===== config.mk =====
export PLATFORM = sky130hd
export DESIGN_NAME = url_percent_decoder
export DESIGN_NICKNAME = d
export VERILOG_FILES = /design/src/hw/rtl/upd_pkg.sv /design/src/hw/rtl/upd_front.sv /design/src/hw/rtl/upd_queue.sv /design/src/hw/rtl/upd_back.sv /design/src/hw/rtl/url_percent_decoder.sv
export SDC_FILE = /design/constraint.sdc
export NUM_CORES = 1
export LEC_CHECK = 0
export BUFFER_PORTS_ARGS = -buffer_cell sky130_fd_sc_hd__buf_2
export CAP_MARGIN = 10
export CORE_ASPECT_RATIO = 0.6
export CORE_MARGIN = 2
export CORE_UTILIZATION = 58
export DETAILED_ROUTE_END_ITERATION = 8
export PLACE_DENSITY_LB_ADDON = 0.12
export SYNTH_ARGS = -nofsm -noshare
export SYNTH_HDL_FRONTEND = slang
export SYNTH_SLANG_ARGS = --single-unit

===== constraint.sdc =====
create_clock -name i_clk -period 7.9 [get_ports i_clk]
set_input_delay 1.58 -clock i_clk [delete_from_list [all_inputs] [get_ports i_clk]]
set_output_delay 1.58 -clock i_clk [all_outputs]
set_load 0.01 [all_outputs]

===== src/hw/rtl/upd_pkg.sv =====
`timescale 1ns / 1ps
// ----------------------------------------------------------------------------
// upd_pkg: shared types and constants of the URL percent decoder
// Character codes, escape phases, the decode command word and the hex digit
// helper.
// ----------------------------------------------------------------------------
package upd_pkg;

    localparam logic [7:0] CH_PLUS    = 8'h2B;
    localparam logic [7:0] CH_PERCENT = 8'h25;
    localparam logic [7:0] CH_BSLASH  = 8'h5C;
    localparam logic [7:0] CH_X       = 8'h78;
    localparam logic [7:0] CH_SPACE   = 8'd32;
    localparam logic [7:0] CH_UPPER_A = 8'h41;
    localparam logic [7:0] CH_ZERO    = 8'h30;
    localparam logic [7:0] CASE_MASK  = 8'hDF;
    localparam logic [7:0] TEN        = 8'd10;

    localparam int QUEUE_DEPTH = 4;

    typedef enum logic [2:0] {
        PH_IDLE   = 3'd0,
        PH_PCT    = 3'd1,
        PH_PCT_HI = 3'd2,
        PH_BS     = 3'd3,
        PH_BSX    = 3'd4,
        PH_BSX_HI = 3'd5
    } t_phase;

    // Up to three decoded bytes caused by one input word.
    typedef struct packed {
        logic [2:0][7:0] bytes;
        logic [1:0]      cnt;
        logic            last;
    } t_cmd;

    function automatic logic [7:0] digit_value(input logic [7:0] c);
        logic [7:0] v;
        if (c >= CH_UPPER_A) begin
            v = (c & CASE_MASK) - CH_UPPER_A + TEN;
        end else begin
            v = c - CH_ZERO;
        end
        return v;
    endfunction

    // Character decoded alone: only plus maps.
    function automatic logic [7:0] plain(input logic [7:0] c);
        return (c == CH_PLUS) ? CH_SPACE : c;
    endfunction

endpackage


===== src/hw/rtl/upd_front.sv =====
`timescale 1ns / 1ps
// ----------------------------------------------------------------------------
// upd_front: escape tracker
// Classifies each accepted character against the escape phase and emits one
// command of zero to three decoded bytes.
// ----------------------------------------------------------------------------
module upd_front (
    input  logic           i_clk,
    input  logic           i_rst_n,
    input  logic           i_accept,
    input  logic [7:0]     i_byte,
    input  logic           i_last,
    output logic           o_push,
    output upd_pkg::t_cmd  o_cmd
);

    upd_pkg::t_phase r_phase, n_phase;
    logic [3:0]      r_high, n_high;
    logic [7:0]      dv;
    logic [7:0]      dec;

    assign dv  = upd_pkg::digit_value(i_byte);
    assign dec = {r_high, 4'b0000} + dv;

    // Next state
    always_comb begin
        n_phase = r_phase;
        n_high  = r_high;
        case (r_phase)
            upd_pkg::PH_PCT: begin
                n_phase = upd_pkg::PH_PCT_HI;
                n_high  = dv[3:0];
            end
            upd_pkg::PH_PCT_HI, upd_pkg::PH_BSX_HI: begin
                n_phase = upd_pkg::PH_IDLE;
            end
            upd_pkg::PH_BS: begin
                if (i_byte == upd_pkg::CH_X) begin
                    n_phase = upd_pkg::PH_BSX;
                end else if (i_byte == upd_pkg::CH_PERCENT) begin
                    n_phase = upd_pkg::PH_PCT;
                end else if (i_byte == upd_pkg::CH_BSLASH) begin
                    n_phase = upd_pkg::PH_BS;
                end else begin
                    n_phase = upd_pkg::PH_IDLE;
                end
            end
            upd_pkg::PH_BSX: begin
                n_phase = upd_pkg::PH_BSX_HI;
                n_high  = dv[3:0];
            end
            default: begin
                if (i_byte == upd_pkg::CH_PERCENT) begin
                    n_phase = upd_pkg::PH_PCT;
                end else if (i_byte == upd_pkg::CH_BSLASH) begin
                    n_phase = upd_pkg::PH_BS;
                end else begin
                    n_phase = upd_pkg::PH_IDLE;
                end
            end
        endcase
        // End of string drops any pending escape
        if (i_last) begin
            n_phase = upd_pkg::PH_IDLE;
            n_high  = 4'd0;
        end
    end

    // Command output
    always_comb begin
        o_cmd       = '0;
        o_cmd.last  = i_last;
        case (r_phase)
            upd_pkg::PH_PCT: begin
                if (i_last) begin
                    o_cmd.bytes[0] = upd_pkg::CH_PERCENT;
                    o_cmd.bytes[1] = upd_pkg::plain(i_byte);
                    o_cmd.cnt      = 2'd2;
                end
            end
            upd_pkg::PH_PCT_HI, upd_pkg::PH_BSX_HI: begin
                o_cmd.bytes[0] = dec;
                o_cmd.cnt      = 2'd1;
            end
            upd_pkg::PH_BS: begin
                o_cmd.bytes[0] = upd_pkg::CH_BSLASH;
                if (i_byte == upd_pkg::CH_X) begin
                    if (i_last) begin
                        o_cmd.bytes[1] = upd_pkg::CH_X;
                        o_cmd.cnt      = 2'd2;
                    end
                end else if (i_last) begin
                    o_cmd.bytes[1] = upd_pkg::plain(i_byte);
                    o_cmd.cnt      = 2'd2;
                end else if (i_byte == upd_pkg::CH_PERCENT ||
                             i_byte == upd_pkg::CH_BSLASH) begin
                    o_cmd.cnt = 2'd1;
                end else begin
                    o_cmd.bytes[1] = upd_pkg::plain(i_byte);
                    o_cmd.cnt      = 2'd2;
                end
            end
            upd_pkg::PH_BSX: begin
                if (i_last) begin
                    o_cmd.bytes[0] = upd_pkg::CH_BSLASH;
                    o_cmd.bytes[1] = upd_pkg::CH_X;
                    o_cmd.bytes[2] = upd_pkg::plain(i_byte);
                    o_cmd.cnt      = 2'd3;
                end
            end
            default: begin
                o_cmd.bytes[0] = upd_pkg::plain(i_byte);
                if (i_last || !(i_byte == upd_pkg::CH_PERCENT ||
                                i_byte == upd_pkg::CH_BSLASH)) begin
                    o_cmd.cnt = 2'd1;
                end
            end
        endcase
    end

    assign o_push = i_accept && (o_cmd.cnt != 2'd0);

    always_ff @(posedge i_clk) begin
        if (!i_rst_n) begin
            r_phase <= upd_pkg::PH_IDLE;
            r_high  <= 4'd0;
        end else if (i_accept) begin
            r_phase <= n_phase;
            r_high  <= n_high;
        end
    end

endmodule


===== src/hw/rtl/upd_queue.sv =====
`timescale 1ns / 1ps
// ----------------------------------------------------------------------------
// upd_queue: command queue
// Small register FIFO of decode commands between tracker and emitter.
// ----------------------------------------------------------------------------
module upd_queue #(
    parameter int DEPTH = upd_pkg::QUEUE_DEPTH
) (
    input  logic           i_clk,
    input  logic           i_rst_n,
    input  logic           i_push,
    input  upd_pkg::t_cmd  i_cmd,
    input  logic           i_pop,
    output logic           o_full,
    output logic           o_empty,
    output upd_pkg::t_cmd  o_head
);

    localparam int PW = (DEPTH > 1) ? $clog2(DEPTH) : 1;
    localparam int CW = $clog2(DEPTH + 1);
    localparam logic [PW-1:0] LAST_PTR = PW'(DEPTH - 1);
    localparam logic [CW-1:0] FULL_CNT = CW'(DEPTH);

    upd_pkg::t_cmd r_mem [DEPTH];
    logic [PW-1:0] r_wr, r_rd;
    logic [CW-1:0] r_cnt;

    assign o_full  = (r_cnt == FULL_CNT);
    assign o_empty = (r_cnt == '0);
    assign o_head  = r_mem[r_rd];

    always_ff @(posedge i_clk) begin
        if (i_push) begin
            r_mem[r_wr] <= i_cmd;
        end
    end

    always_ff @(posedge i_clk) begin
        if (!i_rst_n) begin
            r_wr  <= '0;
            r_rd  <= '0;
            r_cnt <= '0;
        end else begin
            if (i_push) begin
                r_wr <= (r_wr == LAST_PTR) ? '0 : r_wr + 1'b1;
            end
            if (i_pop) begin
                r_rd <= (r_rd == LAST_PTR) ? '0 : r_rd + 1'b1;
            end
            if (i_push && !i_pop) begin
                r_cnt <= r_cnt + 1'b1;
            end else if (!i_push && i_pop) begin
                r_cnt <= r_cnt - 1'b1;
            end
        end
    end

endmodule


===== src/hw/rtl/upd_back.sv =====
`timescale 1ns / 1ps
// ----------------------------------------------------------------------------
// upd_back: byte emitter
// Walks head-command bytes to the output register, one a cycle unless stalled.
// ----------------------------------------------------------------------------
module upd_back (
    input  logic           i_clk,
    input  logic           i_rst_n,
    input  logic           i_empty,
    input  upd_pkg::t_cmd  i_head,
    output logic           o_pop,
    output logic           o_out_valid,
    input  logic           i_out_ready,
    output logic [7:0]     o_out_byte,
    output logic           o_out_last
);

    logic [1:0] r_idx;
    logic       r_valid;
    logic [7:0] r_byte;
    logic       r_last;
    logic       load;
    logic       at_end;

    assign load   = !i_empty && (!r_valid || i_out_ready);
    assign at_end = (r_idx == i_head.cnt - 2'd1);
    assign o_pop  = load && at_end;

    always_ff @(posedge i_clk) begin
        if (!i_rst_n) begin
            r_idx   <= 2'd0;
            r_valid <= 1'b0;
        end else begin
            if (load) begin
                r_valid <= 1'b1;
                r_idx   <= at_end ? 2'd0 : r_idx + 2'd1;
            end else if (i_out_ready) begin
                r_valid <= 1'b0;
            end
        end
    end

    always_ff @(posedge i_clk) begin
        if (load) begin
            r_byte <= i_head.bytes[r_idx];
            r_last <= i_head.last && at_end;
        end
    end

    assign o_out_valid = r_valid;
    assign o_out_byte  = r_byte;
    assign o_out_last  = r_last;

endmodule


===== src/hw/rtl/url_percent_decoder.sv =====
`timescale 1ns / 1ps
// ----------------------------------------------------------------------------
// url_percent_decoder: streaming URL percent decoder
// Decodes plus, percent escapes and backslash-x escapes, one character a word.
// ----------------------------------------------------------------------------
// Usage:
//   Input channel (i_in_valid / o_in_ready) takes one raw character per word,
//   i_in_last marking the final character of a string. Output channel
//   (o_out_valid / i_out_ready) gives one decoded byte per word, o_out_last on
//   the final decoded byte of the string.
//   The word that completes a decoded byte pushes it into the command queue;
//   the emitter then loads it into the output register that drives o_out_byte.
//   Throughput: one input word per cycle while the queue has room; the emitter
//   moves one byte per cycle unless the output stalls. A word can release two
//   or three bytes (a backslash then a non-x, non-escape character, or a final
//   character that flushes a partial escape); prefix characters produce none.
//   Stalls: the command queue (QUEUE_DEPTH entries) absorbs output stalls;
//   o_in_ready drops only when the queue is full.
//   Reset (i_rst_n low, synchronous): clears the escape phase, empties the
//   queue and drops o_out_valid.
// ----------------------------------------------------------------------------
module url_percent_decoder #(
    parameter int QUEUE_DEPTH = upd_pkg::QUEUE_DEPTH
) (
    input  logic       i_clk,
    input  logic       i_rst_n,
    input  logic       i_in_valid,
    output logic       o_in_ready,
    input  logic [7:0] i_in_byte,
    input  logic       i_in_last,
    output logic       o_out_valid,
    input  logic       i_out_ready,
    output logic [7:0] o_out_byte,
    output logic       o_out_last
);

    logic          accept;
    logic          push;
    logic          pop;
    logic          full;
    logic          empty;
    upd_pkg::t_cmd cmd;
    upd_pkg::t_cmd head;

    // Hold the input off only when no queue slot is free
    assign o_in_ready = !full;
    assign accept     = i_in_valid && !full;

    upd_front u_front (
        .i_clk    (i_clk),
        .i_rst_n  (i_rst_n),
        .i_accept (accept),
        .i_byte   (i_in_byte),
        .i_last   (i_in_last),
        .o_push   (push),
        .o_cmd    (cmd)
    );

    upd_queue #(
        .DEPTH (QUEUE_DEPTH)
    ) u_queue (
        .i_clk   (i_clk),
        .i_rst_n (i_rst_n),
        .i_push  (push),
        .i_cmd   (cmd),
        .i_pop   (pop),
        .o_full  (full),
        .o_empty (empty),
        .o_head  (head)
    );

    upd_back u_back (
        .i_clk       (i_clk),
        .i_rst_n     (i_rst_n),
        .i_empty     (empty),
        .i_head      (head),
        .o_pop       (pop),
        .o_out_valid (o_out_valid),
        .i_out_ready (i_out_ready),
        .o_out_byte  (o_out_byte),
        .o_out_last  (o_out_last)
    );

endmodule


==> run summary <==
Syn Inst Count = 447
Setup violators final = 0
Crit Path Class = primary input to flip-flop
IO Port Bufs = 23
Global-route wire length before repair = 21,310 um
Overflow after GRT = 0
Count of different cell masters after synthesis = 66
Syn_nets = 481
Tcrit/Tclk final = 55.06%
Crit path capture type = flip-flop
Sw Pwr = 0.6065 mW
Mean Syn Cell Area = 14.23 um2
DRC = 0
Core area = 10,630 um2
CP Data Arrival Time = 4.49 ns
Die H = 85.11 um
Sw Share = 27.30%
Outcome = finished, final reports clean
Pins Over Slew Limit = 0
Post-DP HPWL = 8896 um
Async S/R FF share, synth = 0%
Routability cong. = 0.9900
Fin nets = 505
CTS buffer count = 17
Post-synth EDFFs = 117
Diodes inserted = 0
Post-route minimum period = 4.350 ns
# resized after CTS = 0
Final WL = 13,340 um
# Max-Cap Violations = 0
Worst skew pair latency = 0.41 ns
Comb pwr share = 20.1%
Worst Setup SP = i_in_byte[4]
Utilization after layout = 67.54%
Standard-cell row count = 29
Reg-to-reg slack, setup = 4.45 ns
Worst path required time = 8.04 ns
Worst-Margin Slew = 1.003 ns
Total GRT Usage = 24.29%
Clk sinks = 136
Clock share of power = 35.6%
YS warnings = 0
Hold Violations, Final = 0
Setup Fix Bufs, Post-CTS = 0
Hold_buf cts = 0
H-tree levels = 4
Sequential Power Share = 44.2%
CTS tree = built
Clock slew at reported path FFs = 0.06 ns
Vias in the first global route = 3,763
Startpoint Class = primary input
Sequential fraction of the synthesis area = 61.24%
R2r worst-path depth = 10
Layout fillers = 764
Area delta synth->final = 12.93%
Vias = 3,827
RSZ-0062 raised after global routing = no
Die ar. = 11,840 um2
Post-Route Skew = 0.009076 ns
Pre-antenna DRT Iters = 6
Reg-to-reg endpoint = u_queue.r_cnt[2]
Clk buf depth = 2
Top Ports = 24
Max Fclk = 0.2299 GHz
Initial DRC count = 354
Worst relative slew slack = 33.13%
Lkg Pwr = 2.538 nW
Initial antenna violation count = 0
DRT antenna net count = 0
Drt via density = 6.143
Layout cell share with drive strength beyond 1 = 19.42%
Pwr Density = 309.4 nW/um2
Worst min-delay path category = flip-flop to flip-flop
Internal = 1.615 mW
CTS Root Buffer Type = clkbuf_16
Crit path capture = u_queue.r_mem[0][8]
Seq cells post-synth = 136
Setup TNS = 0 ns
Largest net degree at the start of global routing = 28
Post-Syn Area = 6359 um2
Starting density of the core = 59.81%
Maximum VDD drop = 0.0003097 V
Chip width = 139.2 um
Primary FF master, synth = edfxtp_1
Routed length per instance = 21.41 um
Critical Path Fanout Max = 8
-- registers in the layout, summed over array words and instances, names as in the netlist, 2 cells and up, named ones only --
register	flops
u_back.o_out_byte	8
u_back.r_idx	2
u_front.r_high	4
u_front.r_phase	3
u_queue.r_cnt	3
u_queue.r_mem	108
u_queue.r_rd	2
u_queue.r_wr	2
-- how the worst min path moves through the flow --
| stage | start | endpoint | slack, ns | cells after the start |
|---|---|---|---|---|
| 2_1_floorplan | u_front.r_high[3] | u_front.r_high[3] | 0.45 | 2 |
| 3_3_place_gp | u_back.o_out_valid | u_back.o_out_valid | 0.46 | 2 |
| 3_5_place_dp | u_front.r_high[3] | u_front.r_high[3] | 0.47 | 2 |
| 4_1_cts | u_front.r_high[3] | u_front.r_high[3] | 0.48 | 2 |
| 5_1_grt | u_queue.r_rd[1] | u_queue.r_rd[1] | 0.52 | 2 |
| 6_report | u_front.r_high[3] | u_front.r_high[3] | 0.48 | 2 |
-- synth_stat cells (2+ instances only) --
library cell	instances	share of area [%]
edfxtp_1	117	55
mux4_2	27	9.6
inv_1	26	1.5
nand2_1	24	1.4
dfxtp_1	19	6.0
ha_1	19	3.7
nor2_1	19	1.1
mux2i_1	15	2.4
a21oi_1	13	1.0
nor3_1	13	1.0
and2_1	11	1.1
o21ai_0	11	0.87
clkbuf_1	10	0.59
o21ai_1	9	0.71
o22ai_1	9	0.89
a21o_1	8	0.94
nand2b_1	8	0.79
buf_2	6	0.47
nand3_1	5	0.39
nor2b_1	5	0.49
buf_1	4	0.24
o21a_1	4	0.47
xnor2_1	4	0.55
a211oi_1	3	0.35
a21boi_0	3	0.35
a31oi_1	3	0.30
o211ai_1	3	0.35
xor2_1	3	0.41
a221o_1	2	0.31
and3_1	2	0.20
fa_1	2	0.63
inv_2	2	0.12
nand4_1	2	0.20
nor3b_1	2	0.24
o2111ai_1	2	0.28
o31ai_1	2	0.24
-- cell usage in the layout, fill, tap and decap left out, drive strengths merged, types with 3 or more instances in the layout --
cell / count
a21boi: 4
xor2: 3
xnor2: 5
a21o: 8
clkinvlp: 3
nor2: 20
o22ai: 9
a211oi: 3
nand2b: 8
buf: 28
o211ai: 3
o21a: 4
clkbuf: 17
edfxtp: 117
bufinv: 3
mux2i: 15
ha: 19
a31oi: 4
inv: 31
clkinv: 6
a21oi: 13
nor2b: 5
and2: 11
nor3: 13
dfxtp: 19
o21ai: 20
nand3: 5
mux4: 27
nand2: 25
-- cell type report --
class                      instances  area (um2)  area share [%]
multi-input combinational        260        2253           31.38
timing repair buffer              28       152.6           2.126
inverter                          28       105.1           1.464
sequential                       136        3895           54.24
clock buffer                      17       425.4           5.924
clock inverter                    15       175.2           2.439
tap                              139       173.9           2.422
-- worst max-delay path: stages --
cell and delay [ns]:
buf_2 0.13, inv_1 0.18, ha_1 0.20, nand2_1 0.10, o41a_1 0.40, nor2_2 0.30
a211o_1 0.18, xnor2_1 0.14, ha_1 0.21, inv_1 0.06, fa_1 0.50, nand2_1 0.06
o311a_1 0.16, o31a_1 0.28
-- cells by family after synthesis --
family | share of synthesized area, %
xor+xnor | 1.220
compound gates | 9.721
mux | 11.92
flops | 61.24
buf+inv | 3.325
simple gates | 8.206
fa+ha+maj | 4.368
-- metal layers --
metal	part of all wire (%)	routed length [um]	GRT usage, %	vias up
li1	-	-	-	1754
met1	46	6160	36.46	1914
met2	45	6006	35.20	146
met3	8.3	1102	7.619	13
met4	0.51	68	5.877	0
met5	0	0	0	-
-- metrics by stage --
step	setup slack [ns]	instances	area [um2]	power (mW)	hold slack, ns
after global routing	3.343	623	7181	2.325	0.5169
final	3.550	623	7181	2.222	0.4814
after CTS	3.574	623	7181	2.244	0.4835
after global placement	3.320	591	6580	1.433	0.4621
after detailed placement	3.155	591	6580	1.447	0.4698
after floorplan	3.710	447	6359	1.314	0.4483
-- power by group through the flow --
stage / clock [mW] / sequential [mW] / combinational, mW
detailed placement: 0 / 0.998 / 0.449
floorplan: 0 / 0.953 / 0.362
finish: 0.792 / 0.983 / 0.448
global placement: 0 / 0.995 / 0.438
CTS: 0.805 / 0.986 / 0.453
global route: 0.834 / 0.999 / 0.491
Note: power is estimated with default switching activity, not from simulation.
